File: config.mk
export PLATFORM = sky130hd
export DESIGN_NAME = nmea_sentence_checksum_framer
export DESIGN_NICKNAME = d
export VERILOG_FILES = /design/src/nscf_pkg.sv /design/src/nscf_parser.sv /design/src/nscf_result_q.sv /design/src/nmea_sentence_checksum_framer.sv
export SDC_FILE = /design/constraint.sdc
export NUM_CORES = 1
export LEC_CHECK = 0
export BUFFER_PORTS_ARGS = -buffer_cell sky130_fd_sc_hd__buf_2
export CAP_MARGIN = 15
export CORE_MARGIN = 2
export CORE_UTILIZATION = 55
export DETAILED_ROUTE_END_ITERATION = 10
export HOLD_SLACK_MARGIN = 0.05
export PLACE_DENSITY = 0.76
export SYNTH_ARGS = -nofsm -noshare
export SYNTH_HDL_FRONTEND = slang
export SYNTH_HIERARCHICAL = 1
export SYNTH_SLANG_ARGS = --single-unit
File: constraint.sdc
create_clock -name clk -period 3.1 [get_ports clk]
set_clock_uncertainty 0.15 [all_clocks]
set_input_delay 0.465 -clock clk [delete_from_list [all_inputs] [get_ports clk]]
set_output_delay 0.465 -clock clk [all_outputs]
set_load 0.02 [all_outputs]
File: src/nscf_pkg.sv
// Shared types and constants for the NMEA sentence checksum framer.
package nscf_pkg;

  // Result status codes
  localparam logic [2:0] ST_OK       = 3'd0;
  localparam logic [2:0] ST_MISMATCH = 3'd1;
  localparam logic [2:0] ST_BAD_HEX  = 3'd2;
  localparam logic [2:0] ST_NO_STAR  = 3'd3;
  localparam logic [2:0] ST_TOO_LONG = 3'd4;

  // Sentence body limit in bytes, counted from the key start
  localparam int unsigned LINE_MAX = 128;

  // One framed sentence result
  typedef struct packed {
    logic [2:0] status;
    logic [7:0] sentence_length;
    logic [7:0] calc_checksum;
    logic [7:0] read_checksum;
  } res_t;

endpackage

File: src/nscf_parser.sv
// Sentence parser: key hunt, checksum accumulation, hex read and line end detection.
module nscf_parser
  import nscf_pkg::*;
(
  input  logic       clk,
  input  logic       rst,
  input  logic       en,
  input  logic [7:0] rx_byte,
  input  logic [2:0] wanted_type,
  input  logic       combined_talker,
  output logic       res_en,
  output res_t       res
);

  typedef enum logic [2:0] {
    PH_HUNT = 3'd0,
    PH_BODY = 3'd1,
    PH_DIG1 = 3'd2,
    PH_DIG2 = 3'd3,
    PH_TAIL = 3'd4
  } phase_t;

  typedef struct packed {
    phase_t     ph;
    logic [7:0] x;
    logic [7:0] h;
    logic [7:0] cnt;
    logic [2:0] err;
  } ctx_t;

  localparam logic [7:0] CH_CR   = 8'h0D;
  localparam logic [7:0] CH_LF   = 8'h0A;
  localparam logic [7:0] CH_STAR = 8'h2A;
  localparam logic [7:0] CNT_LIM = 8'(LINE_MAX - 1);
  localparam logic [7:0] CNT_MAX = 8'hFF;
  localparam logic [7:0] KEY_LEN = 8'd5;

  // Key text for the selected sentence; top bit flags a usable selector
  function automatic logic [40:0] key_lookup(logic [2:0] sel, logic gn);
    logic [40:0] k;
    k = '0;
    unique case (sel)
      3'd0:    k = {1'b1, gn ? 40'("GNRMC") : 40'("GPRMC")};
      3'd1:    k = {1'b1, 40'("GPVTG")};
      3'd2:    k = {1'b1, gn ? 40'("GNGGA") : 40'("GPGGA")};
      3'd3:    k = {1'b1, 40'("GPGSA")};
      3'd4:    k = {1'b1, 40'("GPGSV")};
      3'd5:    k = {1'b1, 40'("GPGLL")};
      default: k = '0;
    endcase
    return k;
  endfunction

  // Uppercase hex digit decode; top bit flags a valid digit
  function automatic logic [4:0] hex_decode(logic [7:0] b);
    logic [4:0] d;
    d = '0;
    if (b >= 8'h30 && b <= 8'h39) begin
      d = {1'b1, 4'(b - 8'h30)};
    end else if (b >= 8'h41 && b <= 8'h46) begin
      d = {1'b1, 4'(b - 8'h37)};
    end
    return d;
  endfunction

  // Advance the sentence context by one body byte
  function automatic ctx_t take(ctx_t s, logic [7:0] b);
    ctx_t       n;
    logic       beyond;
    logic [4:0] hd;
    n      = s;
    beyond = (s.cnt >= CNT_LIM);
    hd     = hex_decode(b);
    unique case (s.ph)
      PH_BODY: begin
        if (beyond) begin
          n.err = ST_TOO_LONG;
          n.ph  = PH_TAIL;
        end else if (b == CH_STAR) begin
          n.ph = PH_DIG1;
        end else begin
          n.x = s.x ^ b;
        end
      end
      PH_DIG1, PH_DIG2: begin
        if (beyond) begin
          n.err = ST_TOO_LONG;
          n.ph  = PH_TAIL;
        end else if (!hd[4]) begin
          n.err = ST_BAD_HEX;
          n.ph  = PH_TAIL;
        end else if (s.ph == PH_DIG1) begin
          n.h  = {hd[3:0], 4'h0};
          n.ph = PH_DIG2;
        end else begin
          n.h  = {s.h[7:4], hd[3:0]};
          n.ph = PH_TAIL;
        end
      end
      default: begin
      end
    endcase
    if (s.cnt != CNT_MAX) begin
      n.cnt = s.cnt + 8'd1;
    end
    return n;
  endfunction

  logic [39:0] key_window, key_window_next;
  ctx_t        ctx, ctx_next;
  logic        last_was_cr, last_was_cr_next;

  logic [40:0] key_sel;
  logic [39:0] win_shift;
  ctx_t        ctx_cr;
  logic [2:0]  st;

  assign key_sel   = key_lookup(wanted_type, combined_talker);
  assign win_shift = {key_window[31:0], rx_byte};

  // Status of the sentence that ends at this line feed
  always_comb begin
    if (ctx.err != ST_OK) begin
      st = ctx.err;
    end else if (ctx.ph == PH_BODY) begin
      st = ST_NO_STAR;
    end else if (ctx.ph == PH_DIG1 || ctx.ph == PH_DIG2) begin
      st = ST_BAD_HEX;
    end else begin
      st = (ctx.h == ctx.x) ? ST_OK : ST_MISMATCH;
    end
  end

  assign res.status          = st;
  assign res.sentence_length = ctx.cnt;
  assign res.calc_checksum   = ctx.x;
  assign res.read_checksum   = (st == ST_OK || st == ST_MISMATCH) ? ctx.h : 8'h00;

  // Fold a pending CR into the body when no LF follows it
  assign ctx_cr = last_was_cr ? take(ctx, CH_CR) : ctx;

  // Next state for one byte
  always_comb begin
    key_window_next  = key_window;
    ctx_next         = ctx;
    last_was_cr_next = last_was_cr;
    res_en           = 1'b0;
    if (en) begin
      if (ctx.ph == PH_HUNT) begin
        key_window_next = win_shift;
        if (key_sel[40] && win_shift == key_sel[39:0]) begin
          ctx_next.ph  = PH_BODY;
          ctx_next.x   = win_shift[39:32] ^ win_shift[31:24] ^ win_shift[23:16]
                       ^ win_shift[15:8] ^ win_shift[7:0];
          ctx_next.h   = 8'h00;
          ctx_next.cnt = KEY_LEN;
          ctx_next.err = ST_OK;
          last_was_cr_next = 1'b0;
        end
      end else if (last_was_cr && rx_byte == CH_LF) begin
        res_en           = 1'b1;
        key_window_next  = '0;
        ctx_next         = '{ph: PH_HUNT, x: 8'h00, h: 8'h00, cnt: 8'h00, err: ST_OK};
        last_was_cr_next = 1'b0;
      end else if (rx_byte == CH_CR) begin
        ctx_next         = ctx_cr;
        last_was_cr_next = 1'b1;
      end else begin
        ctx_next         = take(ctx_cr, rx_byte);
        last_was_cr_next = 1'b0;
      end
    end
  end

  // Hold sentence state
  always_ff @(posedge clk) begin
    if (rst) begin
      key_window  <= '0;
      ctx         <= '{ph: PH_HUNT, x: 8'h00, h: 8'h00, cnt: 8'h00, err: ST_OK};
      last_was_cr <= 1'b0;
    end else begin
      key_window  <= key_window_next;
      ctx         <= ctx_next;
      last_was_cr <= last_was_cr_next;
    end
  end

`ifndef SYNTH
  a_hunt_clean: assert property (@(posedge clk) disable iff (rst)
    (ctx.ph == PH_HUNT) |-> (ctx.cnt == 8'h00 && !last_was_cr && ctx.err == ST_OK))
    else $error("hunt phase with leftover sentence state");
  a_body_count: assert property (@(posedge clk) disable iff (rst)
    (ctx.ph != PH_HUNT) |-> (ctx.cnt >= KEY_LEN))
    else $error("sentence count below key length");
  a_emit_rehunt: assert property (@(posedge clk) disable iff (rst)
    res_en |=> (ctx.ph == PH_HUNT))
    else $error("parser did not return to hunting after a result");
`endif

endmodule

File: src/nscf_result_q.sv
// Two-entry result queue: two slots with read and write pointers.
module nscf_result_q
  import nscf_pkg::*;
(
  input  logic clk,
  input  logic rst,
  input  logic push,
  input  res_t push_data,
  output logic room,
  output logic res_valid,
  input  logic res_ready,
  output res_t head
);

  res_t       slots [2];
  logic       wr_ptr, rd_ptr;
  logic [1:0] count;
  logic       pop;

  assign pop       = res_valid && res_ready;
  assign res_valid = (count != 2'd0);
  assign room      = (count != 2'd2);
  assign head      = slots[rd_ptr];

  // Store results
  always_ff @(posedge clk) begin
    if (push) begin
      slots[wr_ptr] <= push_data;
    end
  end

  // Advance pointers and occupancy
  always_ff @(posedge clk) begin
    if (rst) begin
      wr_ptr <= 1'b0;
      rd_ptr <= 1'b0;
      count  <= 2'd0;
    end else begin
      if (push) begin
        wr_ptr <= ~wr_ptr;
      end
      if (pop) begin
        rd_ptr <= ~rd_ptr;
      end
      count <= count + 2'(push) - 2'(pop);
    end
  end

`ifndef SYNTH
  a_no_overflow: assert property (@(posedge clk) disable iff (rst)
    !(push && count == 2'd2))
    else $error("result pushed into a full queue");
  a_count_range: assert property (@(posedge clk) disable iff (rst)
    count != 2'd3)
    else $error("result queue occupancy out of range");
  a_ptr_match: assert property (@(posedge clk) disable iff (rst)
    (count == 2'd0 || count == 2'd2) |-> (wr_ptr == rd_ptr))
    else $error("queue pointers disagree with occupancy");
`endif

endmodule

File: src/nmea_sentence_checksum_framer.sv
// Top level of the NMEA sentence checksum framer.
// Takes one received character per transfer on the rx channel, one every clock
// cycle, and gives one result per sentence on the res channel when the LF of a
// CR LF pair arrives after the configured key. A byte is held in the input
// register and parsed by combinational logic into a two-entry result queue,
// so a result is offered on the res channel once its LF has left the input
// register and the result is written into the queue. The rx side stalls
// only while two results wait untaken in the queue. Registers:
// index 0 wanted_type (reset 0), index 1 combined_talker (reset 1); write them
// only while the block is idle.
module nmea_sentence_checksum_framer
  import nscf_pkg::*;
(
  input  logic       clk,
  input  logic       rst,
  input  logic       cfg_we,
  input  logic       cfg_index,
  input  logic [2:0] cfg_data,
  input  logic       rx_valid,
  output logic       rx_ready,
  input  logic [7:0] rx_byte,
  output logic       res_valid,
  input  logic       res_ready,
  output logic [2:0] status,
  output logic [7:0] sentence_length,
  output logic [7:0] calc_checksum,
  output logic [7:0] read_checksum
);

  localparam logic REG_WANTED_TYPE = 1'b0;
  localparam logic REG_COMBINED    = 1'b1;

  logic [2:0] wanted_type;
  logic       combined_talker;
  logic [7:0] rx_q;
  logic       rx_full;
  logic       room;
  logic       proc_en;
  logic       res_en;
  res_t       res_new, head;

  assign proc_en  = rx_full && room;
  assign rx_ready = !rx_full || proc_en;

  // Configuration registers
  always_ff @(posedge clk) begin
    if (rst) begin
      wanted_type     <= 3'd0;
      combined_talker <= 1'b1;
    end else if (cfg_we) begin
      unique case (cfg_index)
        REG_WANTED_TYPE: wanted_type     <= cfg_data;
        REG_COMBINED:    combined_talker <= cfg_data[0];
        default: begin
        end
      endcase
    end
  end

  // Input register: load on transfer, drop once parsed
  always_ff @(posedge clk) begin
    if (rx_valid && rx_ready) begin
      rx_q <= rx_byte;
    end
  end

  always_ff @(posedge clk) begin
    if (rst) begin
      rx_full <= 1'b0;
    end else if (rx_valid && rx_ready) begin
      rx_full <= 1'b1;
    end else if (proc_en) begin
      rx_full <= 1'b0;
    end
  end

  nscf_parser u_parser (
    .clk             (clk),
    .rst             (rst),
    .en              (proc_en),
    .rx_byte         (rx_q),
    .wanted_type     (wanted_type),
    .combined_talker (combined_talker),
    .res_en          (res_en),
    .res             (res_new)
  );

  nscf_result_q u_result_q (
    .clk       (clk),
    .rst       (rst),
    .push      (res_en),
    .push_data (res_new),
    .room      (room),
    .res_valid (res_valid),
    .res_ready (res_ready),
    .head      (head)
  );

  assign status          = head.status;
  assign sentence_length = head.sentence_length;
  assign calc_checksum   = head.calc_checksum;
  assign read_checksum   = head.read_checksum;

`ifndef SYNTH
  a_stall_only_full: assert property (@(posedge clk) disable iff (rst)
    (rx_full && !rx_ready) |-> !room)
    else $error("input stalled while result queue has room");
  a_push_gated: assert property (@(posedge clk) disable iff (rst)
    res_en |-> proc_en)
    else $error("result produced without a parsed byte");
  a_held_byte: assert property (@(posedge clk) disable iff (rst)
    (rx_full && !proc_en) |=> ($stable(rx_q) && rx_full))
    else $error("unparsed input byte lost");
`endif

endmodule
==> flow_summary.json <==
{
  "status": "finished, final reports clean",
  "p_per_area_nw_per_um2": 509.5,
  "first_pass_iters": 5,
  "ir_drop_mv": 0.3394,
  "final_cell_mix": "nor2_1, dfxtp_1, edfxtp_1",
  "final_util_pct": 65.36,
  "coreArea_um2": 13140,
  "slew_viol_final": 0,
  "grtUsageTotal_pct": 25.07,
  "crit_fanout": 7,
  "cts_tree": "built",
  "hold_viol": 0,
  "antenna_found_initial": 0,
  "grt_pass1_vias": 5555,
  "final_common_cell": "nor2_1",
  "io_buffers": 45,
  "cp_data_arrival_time_ns": 3.23,
  "cts_made_buffers": 17,
  "ant_nets": 0,
  "relSlewSlack_pct": 56.19,
  "finalPower_mw": 4.375,
  "synth-seq-cells": 135,
  "detailed_place_hpwl_mm": 12.25,
  "start_util_pct": 55.68,
  "leakage_nw": 3.049,
  "r2r_end": "u_parser/res[17]",
  "die_w_um": 119.3,
  "cp-endpoint": "u_parser/res[17]",
  "diodes": 0,
  "vias": 5798,
  "fillers": 1072,
  "max_freq_mhz": 326.2,
  "tightest_slew_ns": 0.6571,
  "place_congestion": 0.9342,
  "async_reset_ff_share_pct": 0,
  "hp-class": "input pin to flip-flop",
  "synth_ff_type": "dfxtp_1",
  "die_area_um2": 14240,
  "grt_pass1_wl_mm": 28.21,
  "drt_wl_total_mm": 17.17,
  "clkSinkCount": 135,
  "crit_path_start_kind": "flip-flop",
  "clkSlewWorstSetupHoldPaths_ns": 0.06,
  "setup_viol": 0,
  "regArea_um2": 3326,
  "synth-seq-area-share_pct": 45.43,
  "cts-root-buf": "clkbuf_16",
  "cts_htree_levels": 4,
  "area_growth_pct": 17.40,
  "multi_input_area_um2": 3682,
  "finalCritPeriodShare_pct": 98.90,
  "synthDistinctLibCells": 77,
  "syn_area_um2": 7315,
  "worstSetupPathType": "flip-flop to flip-flop",
  "nets": 812,
  "maxCapViolations": 0,
  "rr_startpoint": "rx_q[7]",
  "clk_latency_ns": 0.43,
  "wl_per_cell_um": 17.59,
  "fp-row-count": 42,
  "regToRegSetupSlack_ns": 0.03,
  "drt-initial-drc-count": 416,
  "yosysWarnings": 6,
  "finalCriticalPeriod_ns": 3.066,
  "endpoint_kind": "flip-flop",
  "rsz0062_at_grt": "yes",
  "syn_avg_cell_area_um2": 10.08,
  "synth_cells": 726,
  "synth_edf_count": 62,
  "rr_worst_depth": 8,
  "overflow": 0,
  "fp.dieH_um": 119.3,
  "startpoint": "rx_q[7]",
  "drive_above_1_share_pct": 24.63,
  "critPathRequiredTime_ns": 3.27,
  "fin_cells": 976,
  "viasPerCell": 5.941,
  "grt_start_max_net_pins": 33,
  "cts_buffer_depth": 2,
  "remaining_drc_errors": 0,
  "syn_nets": 751,
  "io_pins": 46,
  "dp.cells": 940
}
registers in the layout, summed over array words and instances (netlist names), named ones only:
register and flops:
combined_talker 1, rx_full 1, rx_q 8, u_parser/ctx 14, u_parser/key_window 32, u_parser/last_was_cr 1
u_parser/res 16, u_result_q/count 2, u_result_q/rd_ptr 1, u_result_q/slots 54, u_result_q/wr_ptr 1, wanted_type 3
cell usage after synthesis, types with 10 or more instances:
library cell / count / area (µm²)
mux2_2: 15 / 168.9
nand2b_1: 16 / 100.1
nand4_1: 10 / 62.56
buf_4: 16 / 120.1
dfxtp_1: 73 / 1461
nor3_1: 21 / 105.1
nand3_1: 15 / 75.07
o21ai_0: 18 / 90.09
mux2_4: 20 / 300.3
edfxtp_1: 62 / 1862
nand2_1: 35 / 131.4
inv_1: 21 / 78.83
nor2_1: 74 / 277.8
a21oi_1: 21 / 105.1
nor4_1: 10 / 62.56
a22oi_1: 33 / 247.7
and2_1: 15 / 93.84
xnor2_1: 51 / 446.7
nor2b_1: 11 / 68.82
clkbuf_1: 33 / 123.9
repair_timing:
item | in CTS | in global routing
setup endpoints to repair | 0 | 24
gates resized for setup | 0 | 16
hold buffers | 0 | 1
hold endpoints to repair | 0 | 1
setup buffers | 0 | 3
through the flow:
step | TNS [ns] | hold slack (ns) | cell area, µm² | setup WS, ns
after floorplan | 0 | 0.2999 | 7323 | 0.01034
after global placement | 0 | 0.3165 | 7866 | 0.1742
after detailed placement | 0 | 0.3291 | 7866 | 0.1137
after CTS | 0 | 0.05165 | 8484 | 0.08192
after global routing | -0.9779 | 0.05812 | 8587 | -0.09049
final | 0 | 0.06368 | 8587 | 0.03413
layer usage:
| layer | vias up | share of wire, % | global-route usage [%] |
|---|---|---|---|
| met4 | 0 | 3.5 | 12.28 |
| met5 | - | 0 | 0 |
| li1 | 2789 | - | - |
| met2 | 204 | 47 | 39.40 |
| met1 | 2752 | 44 | 33.21 |
| met3 | 53 | 5.6 | 4.981 |
worst min path at each step:
stage,cells after the start,start,endpoint
final,1,rx_byte[3],rx_q[3]
after global routing,1,rx_byte[3],rx_q[3]
after CTS,1,rx_byte[0],rx_q[0]
after detailed placement,2,u_parser/ctx[0],u_parser/ctx[0]
after global placement,2,u_parser/ctx[0],u_parser/ctx[0]
after floorplan,2,u_parser/ctx[0],u_parser/ctx[0]
cell families (layout without fill, tap and decap cells):
| family | Yosys count | after routing | share of synthesized area, % |
|---|---|---|---|
| AO/OA/AOI/OAI | 158 | 158 | 15.91 |
| XOR/XNOR | 55 | 55 | 6.774 |
| adder cells (fa/ha/maj) | 8 | 8 | 1.369 |
| buffers and inverters | 78 | 152 | 5.217 |
| flip-flops | 135 | 135 | 45.43 |
| multiplexers | 42 | 42 | 7.407 |
| AND/OR/NAND/NOR | 250 | 250 | 17.89 |
power breakdown:
part / switching (mW) / internal, mW / total (mW)
Combinational: 0.223 / 0.193 / 0.415
Clock: 0.745 / 1.29 / 2.04
Sequential: 0.0403 / 1.88 / 1.92
critical path, cell delays in order, from the launching register on:
cell	delay, ns
edfxtp_1	0.55
nor2_1	0.28
nor4b_1	0.39
nand4_1	0.15
or4_4	0.46
o31ai_4	0.40
buf_4	0.20
nor2_1	0.09
a22o_1	0.29
layout make-up:
class,instances,area share (%)
clock buffers,24,6.251
clock inverters,8,0.9471
inverters,21,0.9180
multi-input cells,513,42.88
flip-flops and latches,135,38.73
well taps,176,2.564
repair buffers,99,7.708
Note: power is estimated with default switching activity, not from simulation.
